File: src/rtl/core/ssdl_pkg.sv
`default_nettype none

package ssdl_pkg;

  localparam int CAPACITY = 32;
  localparam int SEQ_W    = 32;
  localparam int ADDR_W   = $clog2(CAPACITY);
  localparam int CNT_W    = $clog2(CAPACITY + 1);

  localparam logic FUNC_INSERT = 1'b0;
  localparam logic FUNC_DRAIN  = 1'b1;

  typedef enum logic [2:0] {
    ST_INSERTED = 3'd0,
    ST_DUP      = 3'd1,
    ST_FULL     = 3'd2,
    ST_DRAINED  = 3'd3,
    ST_EMPTY    = 3'd4
  } status_t;

  typedef enum logic [2:0] {
    S_IDLE,
    S_SCAN,
    S_SHIFT,
    S_PLACE,
    S_RESP,
    S_DRAIN
  } state_t;

  typedef struct packed {
    logic             func;
    logic [SEQ_W-1:0] seq_in;
  } in_item_t;

  typedef struct packed {
    status_t          status;
    logic [SEQ_W-1:0] seq_out;
    logic             last;
  } out_item_t;

  typedef struct packed {
    logic neg;
    logic zero;
  } cmp_res_t;

endpackage

`default_nettype wire

File: src/rtl/core/sorted_sequence_drop_list_top.sv
`default_nettype none

// channel | ports                         | payload
// input   | in_valid, in_ready, in_data   | ssdl_pkg::in_item_t  {func, seq_in}
// output  | out_valid, out_ready, out_data| ssdl_pkg::out_item_t {status, seq_out, last}
//
// Insert: the ordered scan reads one entry per cycle through the single read port,
//   then later entries shift up one place and the new number is written.
// Drain: one entry per cycle while the output is not stalled; empty answers ST_EMPTY.
// Reset clears both counts; the entry store is not cleared.
// in_ready is high only while idle; a result waits in the output register.
module sorted_sequence_drop_list_top (
  input  wire logic                clk,
  input  wire logic                rst_n,
  input  wire logic                in_valid,
  output logic                     in_ready,
  input  wire ssdl_pkg::in_item_t  in_data,
  output logic                     out_valid,
  input  wire logic                out_ready,
  output ssdl_pkg::out_item_t      out_data
);

  localparam int AW  = ssdl_pkg::ADDR_W;
  localparam int CW  = ssdl_pkg::CNT_W;
  localparam int SW  = ssdl_pkg::SEQ_W;
  localparam int CAP = ssdl_pkg::CAPACITY;

  logic [SW-1:0] mem [CAP];

  ssdl_pkg::state_t    state_r, state_nxt;
  logic [SW-1:0]       seq_r, seq_nxt;
  logic [AW-1:0]       idx_r, idx_nxt;
  logic [AW-1:0]       pos_r, pos_nxt;
  logic [CW-1:0]       cnt_r, cnt_nxt;
  logic [CW-1:0]       slots_r, slots_nxt;
  ssdl_pkg::status_t   status_r, status_nxt;
  logic                out_valid_r, out_valid_nxt;
  ssdl_pkg::out_item_t out_data_r, out_data_nxt;

  logic [SW-1:0] rd_data_r;
  logic          rd_en;
  logic [AW-1:0] rd_addr;
  logic          wr_en;
  logic [AW-1:0] wr_addr;
  logic [SW-1:0] wr_data;

  logic               slot_free;
  logic               load;
  logic               drain_last;
  logic [SW-1:0]      cmp_a, cmp_b;
  ssdl_pkg::cmp_res_t cmp;

  // head uses "not after", later entries use "before"
  always_comb begin
    if (idx_r == '0) begin
      cmp_a = rd_data_r;
      cmp_b = seq_r;
    end else begin
      cmp_a = seq_r;
      cmp_b = rd_data_r;
    end
  end

  ssdl_cmp u_cmp (
    .a   (cmp_a),
    .b   (cmp_b),
    .res (cmp)
  );

  assign slot_free  = !out_valid_r || out_ready;
  assign drain_last = (CW'(idx_r) + CW'(1)) == cnt_r;
  assign in_ready   = (state_r == ssdl_pkg::S_IDLE);
  assign out_valid  = out_valid_r;
  assign out_data   = out_data_r;

  always_comb begin
    state_nxt    = state_r;
    seq_nxt      = seq_r;
    idx_nxt      = idx_r;
    pos_nxt      = pos_r;
    cnt_nxt      = cnt_r;
    slots_nxt    = slots_r;
    status_nxt   = status_r;
    rd_en        = 1'b0;
    rd_addr      = '0;
    wr_en        = 1'b0;
    wr_addr      = '0;
    wr_data      = seq_r;
    load         = 1'b0;
    out_data_nxt = out_data_r;

    case (state_r)
      ssdl_pkg::S_IDLE: begin
        if (in_valid) begin
          seq_nxt = in_data.seq_in;
          idx_nxt = '0;
          if (in_data.func == ssdl_pkg::FUNC_INSERT) begin
            if (slots_r >= CW'(CAP)) begin
              status_nxt = ssdl_pkg::ST_FULL;
              state_nxt  = ssdl_pkg::S_RESP;
            end else if (cnt_r == '0) begin
              pos_nxt   = '0;
              state_nxt = ssdl_pkg::S_PLACE;
            end else begin
              rd_en     = 1'b1;
              rd_addr   = '0;
              state_nxt = ssdl_pkg::S_SCAN;
            end
          end else begin
            if (cnt_r == '0) begin
              status_nxt = ssdl_pkg::ST_EMPTY;
              slots_nxt  = '0;
              state_nxt  = ssdl_pkg::S_RESP;
            end else begin
              rd_en     = 1'b1;
              rd_addr   = '0;
              state_nxt = ssdl_pkg::S_DRAIN;
            end
          end
        end
      end

      ssdl_pkg::S_SCAN: begin
        if (cmp.zero) begin
          status_nxt = ssdl_pkg::ST_DUP;
          slots_nxt  = slots_r + CW'(1);
          state_nxt  = ssdl_pkg::S_RESP;
        end else if ((idx_r == '0) ? !cmp.neg : cmp.neg) begin
          pos_nxt   = idx_r;
          rd_en     = 1'b1;
          rd_addr   = AW'(cnt_r - CW'(1));
          idx_nxt   = cnt_r[AW-1:0];
          state_nxt = ssdl_pkg::S_SHIFT;
        end else if ((CW'(idx_r) + CW'(1)) >= cnt_r) begin
          pos_nxt   = cnt_r[AW-1:0];
          state_nxt = ssdl_pkg::S_PLACE;
        end else begin
          rd_en   = 1'b1;
          rd_addr = idx_r + AW'(1);
          idx_nxt = idx_r + AW'(1);
        end
      end

      ssdl_pkg::S_SHIFT: begin
        wr_en   = 1'b1;
        wr_addr = idx_r;
        wr_data = rd_data_r;
        if ((idx_r - AW'(1)) == pos_r) begin
          state_nxt = ssdl_pkg::S_PLACE;
        end else begin
          rd_en   = 1'b1;
          rd_addr = idx_r - AW'(2);
          idx_nxt = idx_r - AW'(1);
        end
      end

      ssdl_pkg::S_PLACE: begin
        wr_en      = 1'b1;
        wr_addr    = pos_r;
        wr_data    = seq_r;
        cnt_nxt    = cnt_r + CW'(1);
        slots_nxt  = slots_r + CW'(1);
        status_nxt = ssdl_pkg::ST_INSERTED;
        state_nxt  = ssdl_pkg::S_RESP;
      end

      ssdl_pkg::S_RESP: begin
        if (slot_free) begin
          load                 = 1'b1;
          out_data_nxt.status  = status_r;
          out_data_nxt.seq_out = '0;
          out_data_nxt.last    = 1'b1;
          state_nxt            = ssdl_pkg::S_IDLE;
        end
      end

      ssdl_pkg::S_DRAIN: begin
        if (slot_free) begin
          load                 = 1'b1;
          out_data_nxt.status  = ssdl_pkg::ST_DRAINED;
          out_data_nxt.seq_out = rd_data_r;
          out_data_nxt.last    = drain_last;
          if (drain_last) begin
            cnt_nxt   = '0;
            slots_nxt = '0;
            state_nxt = ssdl_pkg::S_IDLE;
          end else begin
            rd_en   = 1'b1;
            rd_addr = idx_r + AW'(1);
            idx_nxt = idx_r + AW'(1);
          end
        end
      end

      default: begin
        state_nxt = ssdl_pkg::S_IDLE;
      end
    endcase

    if (load) begin
      out_valid_nxt = 1'b1;
    end else if (out_ready) begin
      out_valid_nxt = 1'b0;
    end else begin
      out_valid_nxt = out_valid_r;
    end
  end

  always_ff @(posedge clk) begin
    if (!rst_n) begin
      state_r     <= ssdl_pkg::S_IDLE;
      cnt_r       <= '0;
      slots_r     <= '0;
      out_valid_r <= 1'b0;
    end else begin
      state_r     <= state_nxt;
      cnt_r       <= cnt_nxt;
      slots_r     <= slots_nxt;
      out_valid_r <= out_valid_nxt;
    end
  end

  always_ff @(posedge clk) begin
    seq_r      <= seq_nxt;
    idx_r      <= idx_nxt;
    pos_r      <= pos_nxt;
    status_r   <= status_nxt;
    out_data_r <= out_data_nxt;
  end

  always_ff @(posedge clk) begin
    if (wr_en) begin
      mem[wr_addr] <= wr_data;
    end
  end

  always_ff @(posedge clk) begin
    if (rd_en) begin
      rd_data_r <= mem[rd_addr];
    end
  end

  a_cnt_le_slots: assert property (@(posedge clk) disable iff (!rst_n)
    cnt_r <= slots_r)
    else $error("distinct count exceeds used slots");

  a_slots_le_cap: assert property (@(posedge clk) disable iff (!rst_n)
    slots_r <= CW'(CAP))
    else $error("used slots exceed capacity");

  a_shift_above_pos: assert property (@(posedge clk) disable iff (!rst_n)
    (state_r == ssdl_pkg::S_SHIFT) |-> (idx_r > pos_r))
    else $error("shift write below insert position");

  a_full_refused: assert property (@(posedge clk) disable iff (!rst_n)
    (in_valid && in_ready && (in_data.func == ssdl_pkg::FUNC_INSERT)
     && (slots_r == CW'(CAP)))
    |=> (state_r == ssdl_pkg::S_RESP) && $stable(cnt_r) && $stable(slots_r))
    else $error("full insert changed state");

  a_drain_clears: assert property (@(posedge clk) disable iff (!rst_n)
    ((state_r == ssdl_pkg::S_DRAIN) && slot_free && drain_last)
    |=> (cnt_r == '0) && (slots_r == '0) && out_valid_r && out_data_r.last)
    else $error("drain end did not clear list");

endmodule

`default_nettype wire

File: src/rtl/core/ssdl_cmp.sv
`default_nettype none

// shared serial-number compare: sign and zero of a - b
module ssdl_cmp (
  input  wire logic [ssdl_pkg::SEQ_W-1:0] a,
  input  wire logic [ssdl_pkg::SEQ_W-1:0] b,
  output ssdl_pkg::cmp_res_t              res
);

  logic [ssdl_pkg::SEQ_W-1:0] diff;

  assign diff     = a - b;
  assign res.neg  = diff[ssdl_pkg::SEQ_W-1];
  assign res.zero = (diff == '0);

endmodule

`default_nettype wire

File: config.mk
export PLATFORM = sky130hd
export DESIGN_NAME = sorted_sequence_drop_list_top
export DESIGN_NICKNAME = d
export VERILOG_FILES = /design/src/rtl/core/ssdl_pkg.sv /design/src/rtl/core/sorted_sequence_drop_list_top.sv /design/src/rtl/core/ssdl_cmp.sv
export SDC_FILE = /design/constraint.sdc
export NUM_CORES = 2
export LEC_CHECK = 0
export BUFFER_PORTS_ARGS = -buffer_cell sky130_fd_sc_hd__buf_2
export CAP_MARGIN = 20
export CORE_AREA = 2 2 291 293
export DETAILED_ROUTE_END_ITERATION = 6
export DIE_AREA = 0 0 293 295
export PLACE_DENSITY = 0.76
export SLEW_MARGIN = 15
export SYNTH_ARGS = -nofsm -noshare
export SYNTH_HDL_FRONTEND = slang
export SYNTH_SLANG_ARGS = --single-unit
File: constraint.sdc
create_clock -name clk -period 5.94 [get_ports clk]
set_input_delay 1.188 -clock clk [delete_from_list [all_inputs] [get_ports clk]]
set_output_delay 1.188 -clock clk [all_outputs]
set_load 0.005 [all_outputs]
== After elaboration in Yosys (flattened, before gate mapping) ==
Memory sizes are Yosys's and may differ from the RTL's. A register that Yosys moved wholly into a read port is not among the register bits.
Index checks and enable logic that the tools add are counted.
Cells by class
  add/subtract/negate cells: 8
  $lt $le $gt $ge: 2
  eq/ne operators: 25
  muxes and demuxes: 76
  reductions and logical operators: 24
Operator list (count)
  $mux 5: 20
  $mux 32: 3
  $mux 36: 2
  $pmux 36 s2: 1
  $mux 3: 15
  $mux 6: 6
  $logic_not 32->1: 1
  $sub 32x32->32: 1
  $pmux 6 s4: 1
  $ne 2x2->1 const B: 11
  $reduce_and 7->1: 3
  $pmux 5 s2: 2
  $pmux 5 s4: 1
  $mux 1: 19
  $pmux 3 s6: 1
  $pmux 5 s3: 1
  $add 6x1->6 const B: 2
  $pmux 6 s2: 1
  $sub 5x1->5 const B: 2
  $pmux 3 s3: 1
  $reduce_bool 2->1: 4
  $reduce_bool 4->1: 2
  $add 5x1->6 const B: 1
  $eq 3x2->1 const B: 2
  other kinds (26): 32
Storage, ports and cells
  flip-flop bits (word level): 97
  memory bits (writable): 1024
  bits of input ports: 37
  output and inout port bits: 38
  memories: 1
Memory list
  mem: words 32, bits a word 32, read ports 1, clocked after memory_dff 1, write ports 1, RTL line sorted_sequence_drop_list_top.sv:28  | logic [SW-1:0] mem [CAP];

== Depth between registers and ports, before layout ==
  word-level depth: 8
  gate-level depth with buffers: 25
  gate-level depth less buffers: 18

== Cells and area by module ==
Synthesis repeated with hierarchy kept, for this count alone.
Unflattened totals
  cells, all modules: 3410
  area total of the unflattened synthesis: 48600.4 sq um
By module, submodules not included
  sorted_sequence_drop_list_top: instances 1, cells an instance 3095, area each 46534.6 sq um, sequential area each 34463.1 sq um
  ssdl_cmp: instances 1, cells an instance 315, area each 2065.7 sq um, sequential area each 0.0 sq um

== Worst setup path before layout ==
Ideal clock, no wire load.
  path type: reg-to-reg
  start: register idx_r[0]
  end: register rd_data_r[0] (read register of mem), data pin
  library setup time: 0.261 ns
  arrival: 4.968 ns
  required time: 5.679 ns
  path slack: 0.711 ns
  cell stages (with the launch flop): 21
  path buffers: 4
  period minus slack after synthesis: 5.229 ns
  cells stage by stage: edfxtp_1 clkbuf_1 inv_1 ha_1 or4b_1 buf_4 mux2_1 a32o_1 a211o_1 o21ai_1 o21bai_1 a21bo_2 xnor2_1 mux2i_1 a31o_1 and3_1 clkbuf_1 clkbuf_1 a32o_1 a211oi_1 a311o_1
Between the ends
  word-level cells in the longest chain between the ends: 8
  elaborated cells on any way between the ends: 28
Ends and longest elaborated chain
  start, declared: RTL line sorted_sequence_drop_list_top.sv:32  | logic [AW-1:0] idx_r, idx_nxt;
  start signal, assigned: RTL line sorted_sequence_drop_list_top.sv:225  | idx_r <= idx_nxt;
  $logic_not 5->1: RTL line sorted_sequence_drop_list_top.sv:55, sorted_sequence_drop_list_top.sv:128
  $mux 32: RTL line sorted_sequence_drop_list_top.sv:55  | if (idx_r == '0) begin
  $sub 32x32->32: RTL line ssdl_cmp.sv:12  | assign diff = a - b;
  $logic_not 1->1: RTL line sorted_sequence_drop_list_top.sv:128  | end else if ((idx_r == '0) ? !cmp.neg : cmp.neg) begin
  $mux 1: RTL line sorted_sequence_drop_list_top.sv:128
  $mux 1 or $mux 5 (tied branches): RTL line sorted_sequence_drop_list_top.sv:128
  $mux 1 or $mux 5 (tied branches): RTL line sorted_sequence_drop_list_top.sv:124  | if (cmp.zero) begin
  $pmux 1 s4 or $pmux 5 s3 (tied branches): RTL line sorted_sequence_drop_list_top.sv:92  | case (state_r)
  end, declared: RTL line sorted_sequence_drop_list_top.sv:40  | logic [SW-1:0] rd_data_r;
Parallel ways exist; a longest one is shown, timed or not.
A chain may end at the register's enable or synchronous reset.

== Worst setup path after layout ==
  start: register rd_data_r[24] (read register of mem)
  end: register rd_data_r[16] (read register of mem), data pin
Between the ends
  word-level cells in the longest chain between the ends: 7
  elaborated cells on any way between the ends: 12
Ends and longest elaborated chain (RTL line)
  $mux 32: sorted_sequence_drop_list_top.sv:55
  $sub 32x32->32 (*): ssdl_cmp.sv:12
  $logic_not 1->1: sorted_sequence_drop_list_top.sv:128
  $mux 1: sorted_sequence_drop_list_top.sv:128
  $mux 1 or $mux 5 (tied branches): sorted_sequence_drop_list_top.sv:128
  $mux 1 or $mux 5 (tied branches): sorted_sequence_drop_list_top.sv:124
  $pmux 1 s4 or $pmux 5 s3 (tied branches): sorted_sequence_drop_list_top.sv:92
Every way passes the cells marked *; elsewhere a longest branch is shown, timed or not.

==> qor.txt <==
Status = finished clean
Worst Hold Depth = 2
Register bit count reported by yosys = 1,153
Yosys warning total = 0
Ys async rst share = 0
Maxcap violations = 0
Min-delay src = slots_r[5]$_SDFFE_PN0P_
CP Data Required Time = 6.39 ns
Diode count = 0
Non-filler cells, final = 4,881
Xor/xnor cell area share of the yosys netlist = 0.0145
Die ar. = 86,400 sq um
Most common cell after layout, fill and taps aside = edfxtp_1
Placed cell area = 53,200 sq um
Drt drc = 0
DR vias = 32,700
Layout cells sized above 1 = 0.191
Comb pwr share = 0.489
Post-synth top flop = edfxtp_1
GRT overflow = 0
All-Layer GR Usage = 0.329
Flop pwr share = 0.311
Hold Crit Class = flop to flop
Leak = 19.0 nW
Final nets = 3,763
Maximum VDD drop = 0.482 mV
Setup violators final = 0
R2r endpoint = rd_data_r[16]$_DFFE_PP_
Largest family of logic cells by synthesized area = compound AO/OA/AOI/OAI gates
Slew Limit Fails = 0
CTS Sinks = 1,153
R2R depth = 18
Final hold viol count = 0
Int Pwr = 0.0216 W
Sw Pwr = 0.0144 W
WL per Instance = 29.4 microns
Normalized max-slew margin = 0.261
Startpoint types = flop
Synth Area in Adders = 0.0137
Die width = 293 microns
Buffers on Ports = 74
Unique masters post-synth = 90
Initial antenna violation count = 2
Global-route wire length before repair = 208 mm
F_max = 171 MHz
Total CTS buffers = 112
Final Skew = 0.0505 ns
Initial Util = 0.596
Mapped Cells = 3,456
CP max-delay cell = edfxtp_1
Setup crit end kind = flop
Clk_lat worst skew = 0.70 ns
Post-Place Cells = 4,667
Post-route cell area = 57,300 sq um
Kind of critical path = flop to flop
Most frequent cells in the layout = edfxtp_1 (1,137), nand2_1 (507), buf_4 (225)
Core area = 83,200 sq um
PD cells = 629 nW/um^2
Post-synthesis mux area share = 0.0718
Die Y = 295 microns
Switching Share = 0.399
Slew @ Worst Pin = 1.11 ns
Syn Area/Cell = 14.3 sq um
Final wirelength = 144 mm
I/O pins = 75
Simple-Gate Fraction of Synth Area = 0.0781
Clock share of power = 0.200
Rows = 106
Area Overhead vs Synth = 15.5%
Reg2reg start = rd_data_r[24]$_DFFE_PP_
Synthesized area = 49,600 sq um
Critical Path AT = 6.29 ns
CTS tree = built
Crit-path max cell delay = 0.75 ns
Syn Nets = 3,509
Hold Path Sink = slots_r[5]$_SDFFE_PN0P_
Final cycle utilization of the critical path = 0.984
Clock buffer depth = 3
EDFF count, synth = 1,137
Sequential area share after synthesis = 0.695
Worst-path clk slew = 0.06 ns
Routability cong. = 0.919
CTS H-tree depth = 3
Antenna Nets Post-Route = 0
Critical path, cell by cell = xor2_1 -> nor2_1 -> o21ai_0 -> o21ai_0 -> a41oi_1 -> a311oi_1 -> and4_1 -> nand4_1 -> nor4_2 -> buf_4 -> nand3_2 -> a31o_4 -> buf_12 -> buf_12 -> mux2_1 -> o221ai_1 -> o22ai_1 -> a311o_1
Vias in the first global route = 32,100
Min Clock Period, post-route = 5.84 ns
Hold Buf Count CTS = 0
Via/cell ratio = 6.70
Root buf cell = clkbuf_16
Fin Setup TNS = 0 ns
Largest net degree at the start of global routing = 66
DP HPWL = 88.4 mm
Filler cells = 5,340
DR pass1 iterations = 6
DRT iter0 DRCs = 4,733
Synth Area in Compound Gates = 0.103
Setup slack, reg-to-reg = 0.1 ns
CP Max Fanout = 26
-- power groups by stage --
stage | combinational [W] | sequential [W] | clock [W]
floorplan | 0.0104 | 0.0110 | 0
global placement | 0.0163 | 0.0113 | 0
detailed placement | 0.0167 | 0.0113 | 0
CTS | 0.0170 | 0.0112 | 0.00721
global route | 0.0186 | 0.0112 | 0.00753
finish | 0.0176 | 0.0112 | 0.00719
-- worst max-delay path, delay by kind of cell, from the launching register on --
family / cells / cell delay [ns]
XOR/XNOR: 1 / 0.34
flip-flops: 1 / 0.75
AO/OA/AOI/OAI: 8 / 2.47
multiplexers: 1 / 0.34
AND/OR/NAND/NOR: 5 / 1.08
buffers and inverters: 3 / 0.55
-- cell usage after synthesis, types with 39 or more instances --
master / count / share of area
edfxtp_1: 1137 / 0.69
nand2_1: 507 / 0.038
mux2i_1: 156 / 0.031
a21oi_1: 143 / 0.014
clkbuf_1: 131 / 0.0099
nor2_1: 130 / 0.0098
a32o_1: 126 / 0.025
mux2_2: 108 / 0.025
o21ai_0: 104 / 0.010
o221ai_1: 66 / 0.012
inv_1: 64 / 0.0048
mux2_1: 64 / 0.015
a211oi_1: 48 / 0.0073
maj3_1: 48 / 0.0097
o22ai_1: 47 / 0.0059
buf_2: 45 / 0.0045
xnor2_1: 45 / 0.0080
nand2b_1: 44 / 0.0056
nor2b_1: 39 / 0.0049
-- registers in the layout, indices dropped and copies added (netlist names) --
register   count
rd_data_r     32
pos_r          5
state_r        3
idx_r          5
seq_r         32
out_data      36
status_r       3
cnt_r          6
mem         1024
slots_r        6
out_valid      1
-- cell families (layout without fill, tap and decap cells) --
kind of cell | Yosys count | count (layout)
muxes | 331 | 331
AOI/OAI and AO/OA | 689 | 689
xor gates and xnor gates | 82 | 82
adders and majority gates | 64 | 64
and+or+nand+nor | 866 | 866
DFF | 1153 | 1153
buffers and inverters | 271 | 616
-- worst max path at each step --
stage / cells after the start / slack (ns) / endpoint / start
2_1_floorplan: 20 / 0.71 / rd_data_r[0]$_DFFE_PP_ / idx_r[0]$_DFFE_PP_
3_3_place_gp: 23 / -0.11 / rd_data_r[15]$_DFFE_PP_ / idx_r[0]$_DFFE_PP_
3_5_place_dp: 21 / -0.08 / rd_data_r[16]$_DFFE_PP_ / idx_r[0]$_DFFE_PP_
4_1_cts: 22 / 0.008 / rd_data_r[19]$_DFFE_PP_ / idx_r[0]$_DFFE_PP_
5_1_grt: 21 / -0.001 / rd_data_r[16]$_DFFE_PP_ / idx_r[0]$_DFFE_PP_
6_report: 18 / 0.1 / rd_data_r[16]$_DFFE_PP_ / rd_data_r[24]$_DFFE_PP_
-- final cells by class --
class / instances / area (sq um) / area share
Inverter: 65 / 244 / 0.00426
Clock buffer: 122 / 2860 / 0.0500
Clock inverter: 83 / 860 / 0.0150
Timing Repair Buffer: 346 / 2970 / 0.0519
Tap cell: 1080 / 1350 / 0.0236
Sequential cell: 1153 / 34500 / 0.602
Multi-Input combinational cell: 2032 / 14500 / 0.253
-- through the flow --
step | worst slack (ns) | util | hold WS [ns] | total power [W]
CTS | 0.00783 | 0.685 | 0.510 | 0.0354
detailed placement | -0.0833 | 0.640 | 0.495 | 0.0281
global route | -0.00116 | 0.689 | 0.536 | 0.0373
floorplan | 0.711 | - | 0.467 | 0.0214
global placement | -0.105 | 0.640 | 0.490 | 0.0276
finish | 0.0958 | 0.689 | 0.508 | 0.0360
-- what timing repair did --
action | CTS | global route
resized for setup | 4 | 25
setup buffers | 2 | 4
cloned | 0 | 1
setup endpoints to repair | 29 | 32
pin swaps | 1 | 3
-- metal layers --
layer | up-vias | routed length [microns] | GRT usage
met2 | 2192 | 67200 | 0.530
met4 | 2 | 6400 | 0.136
met5 | - | 12 | 0
met3 | 440 | 17000 | 0.0679
li1 | 13900 | - | -
met1 | 16200 | 53000 | 0.440
Power figures use the tool's default switching activity.
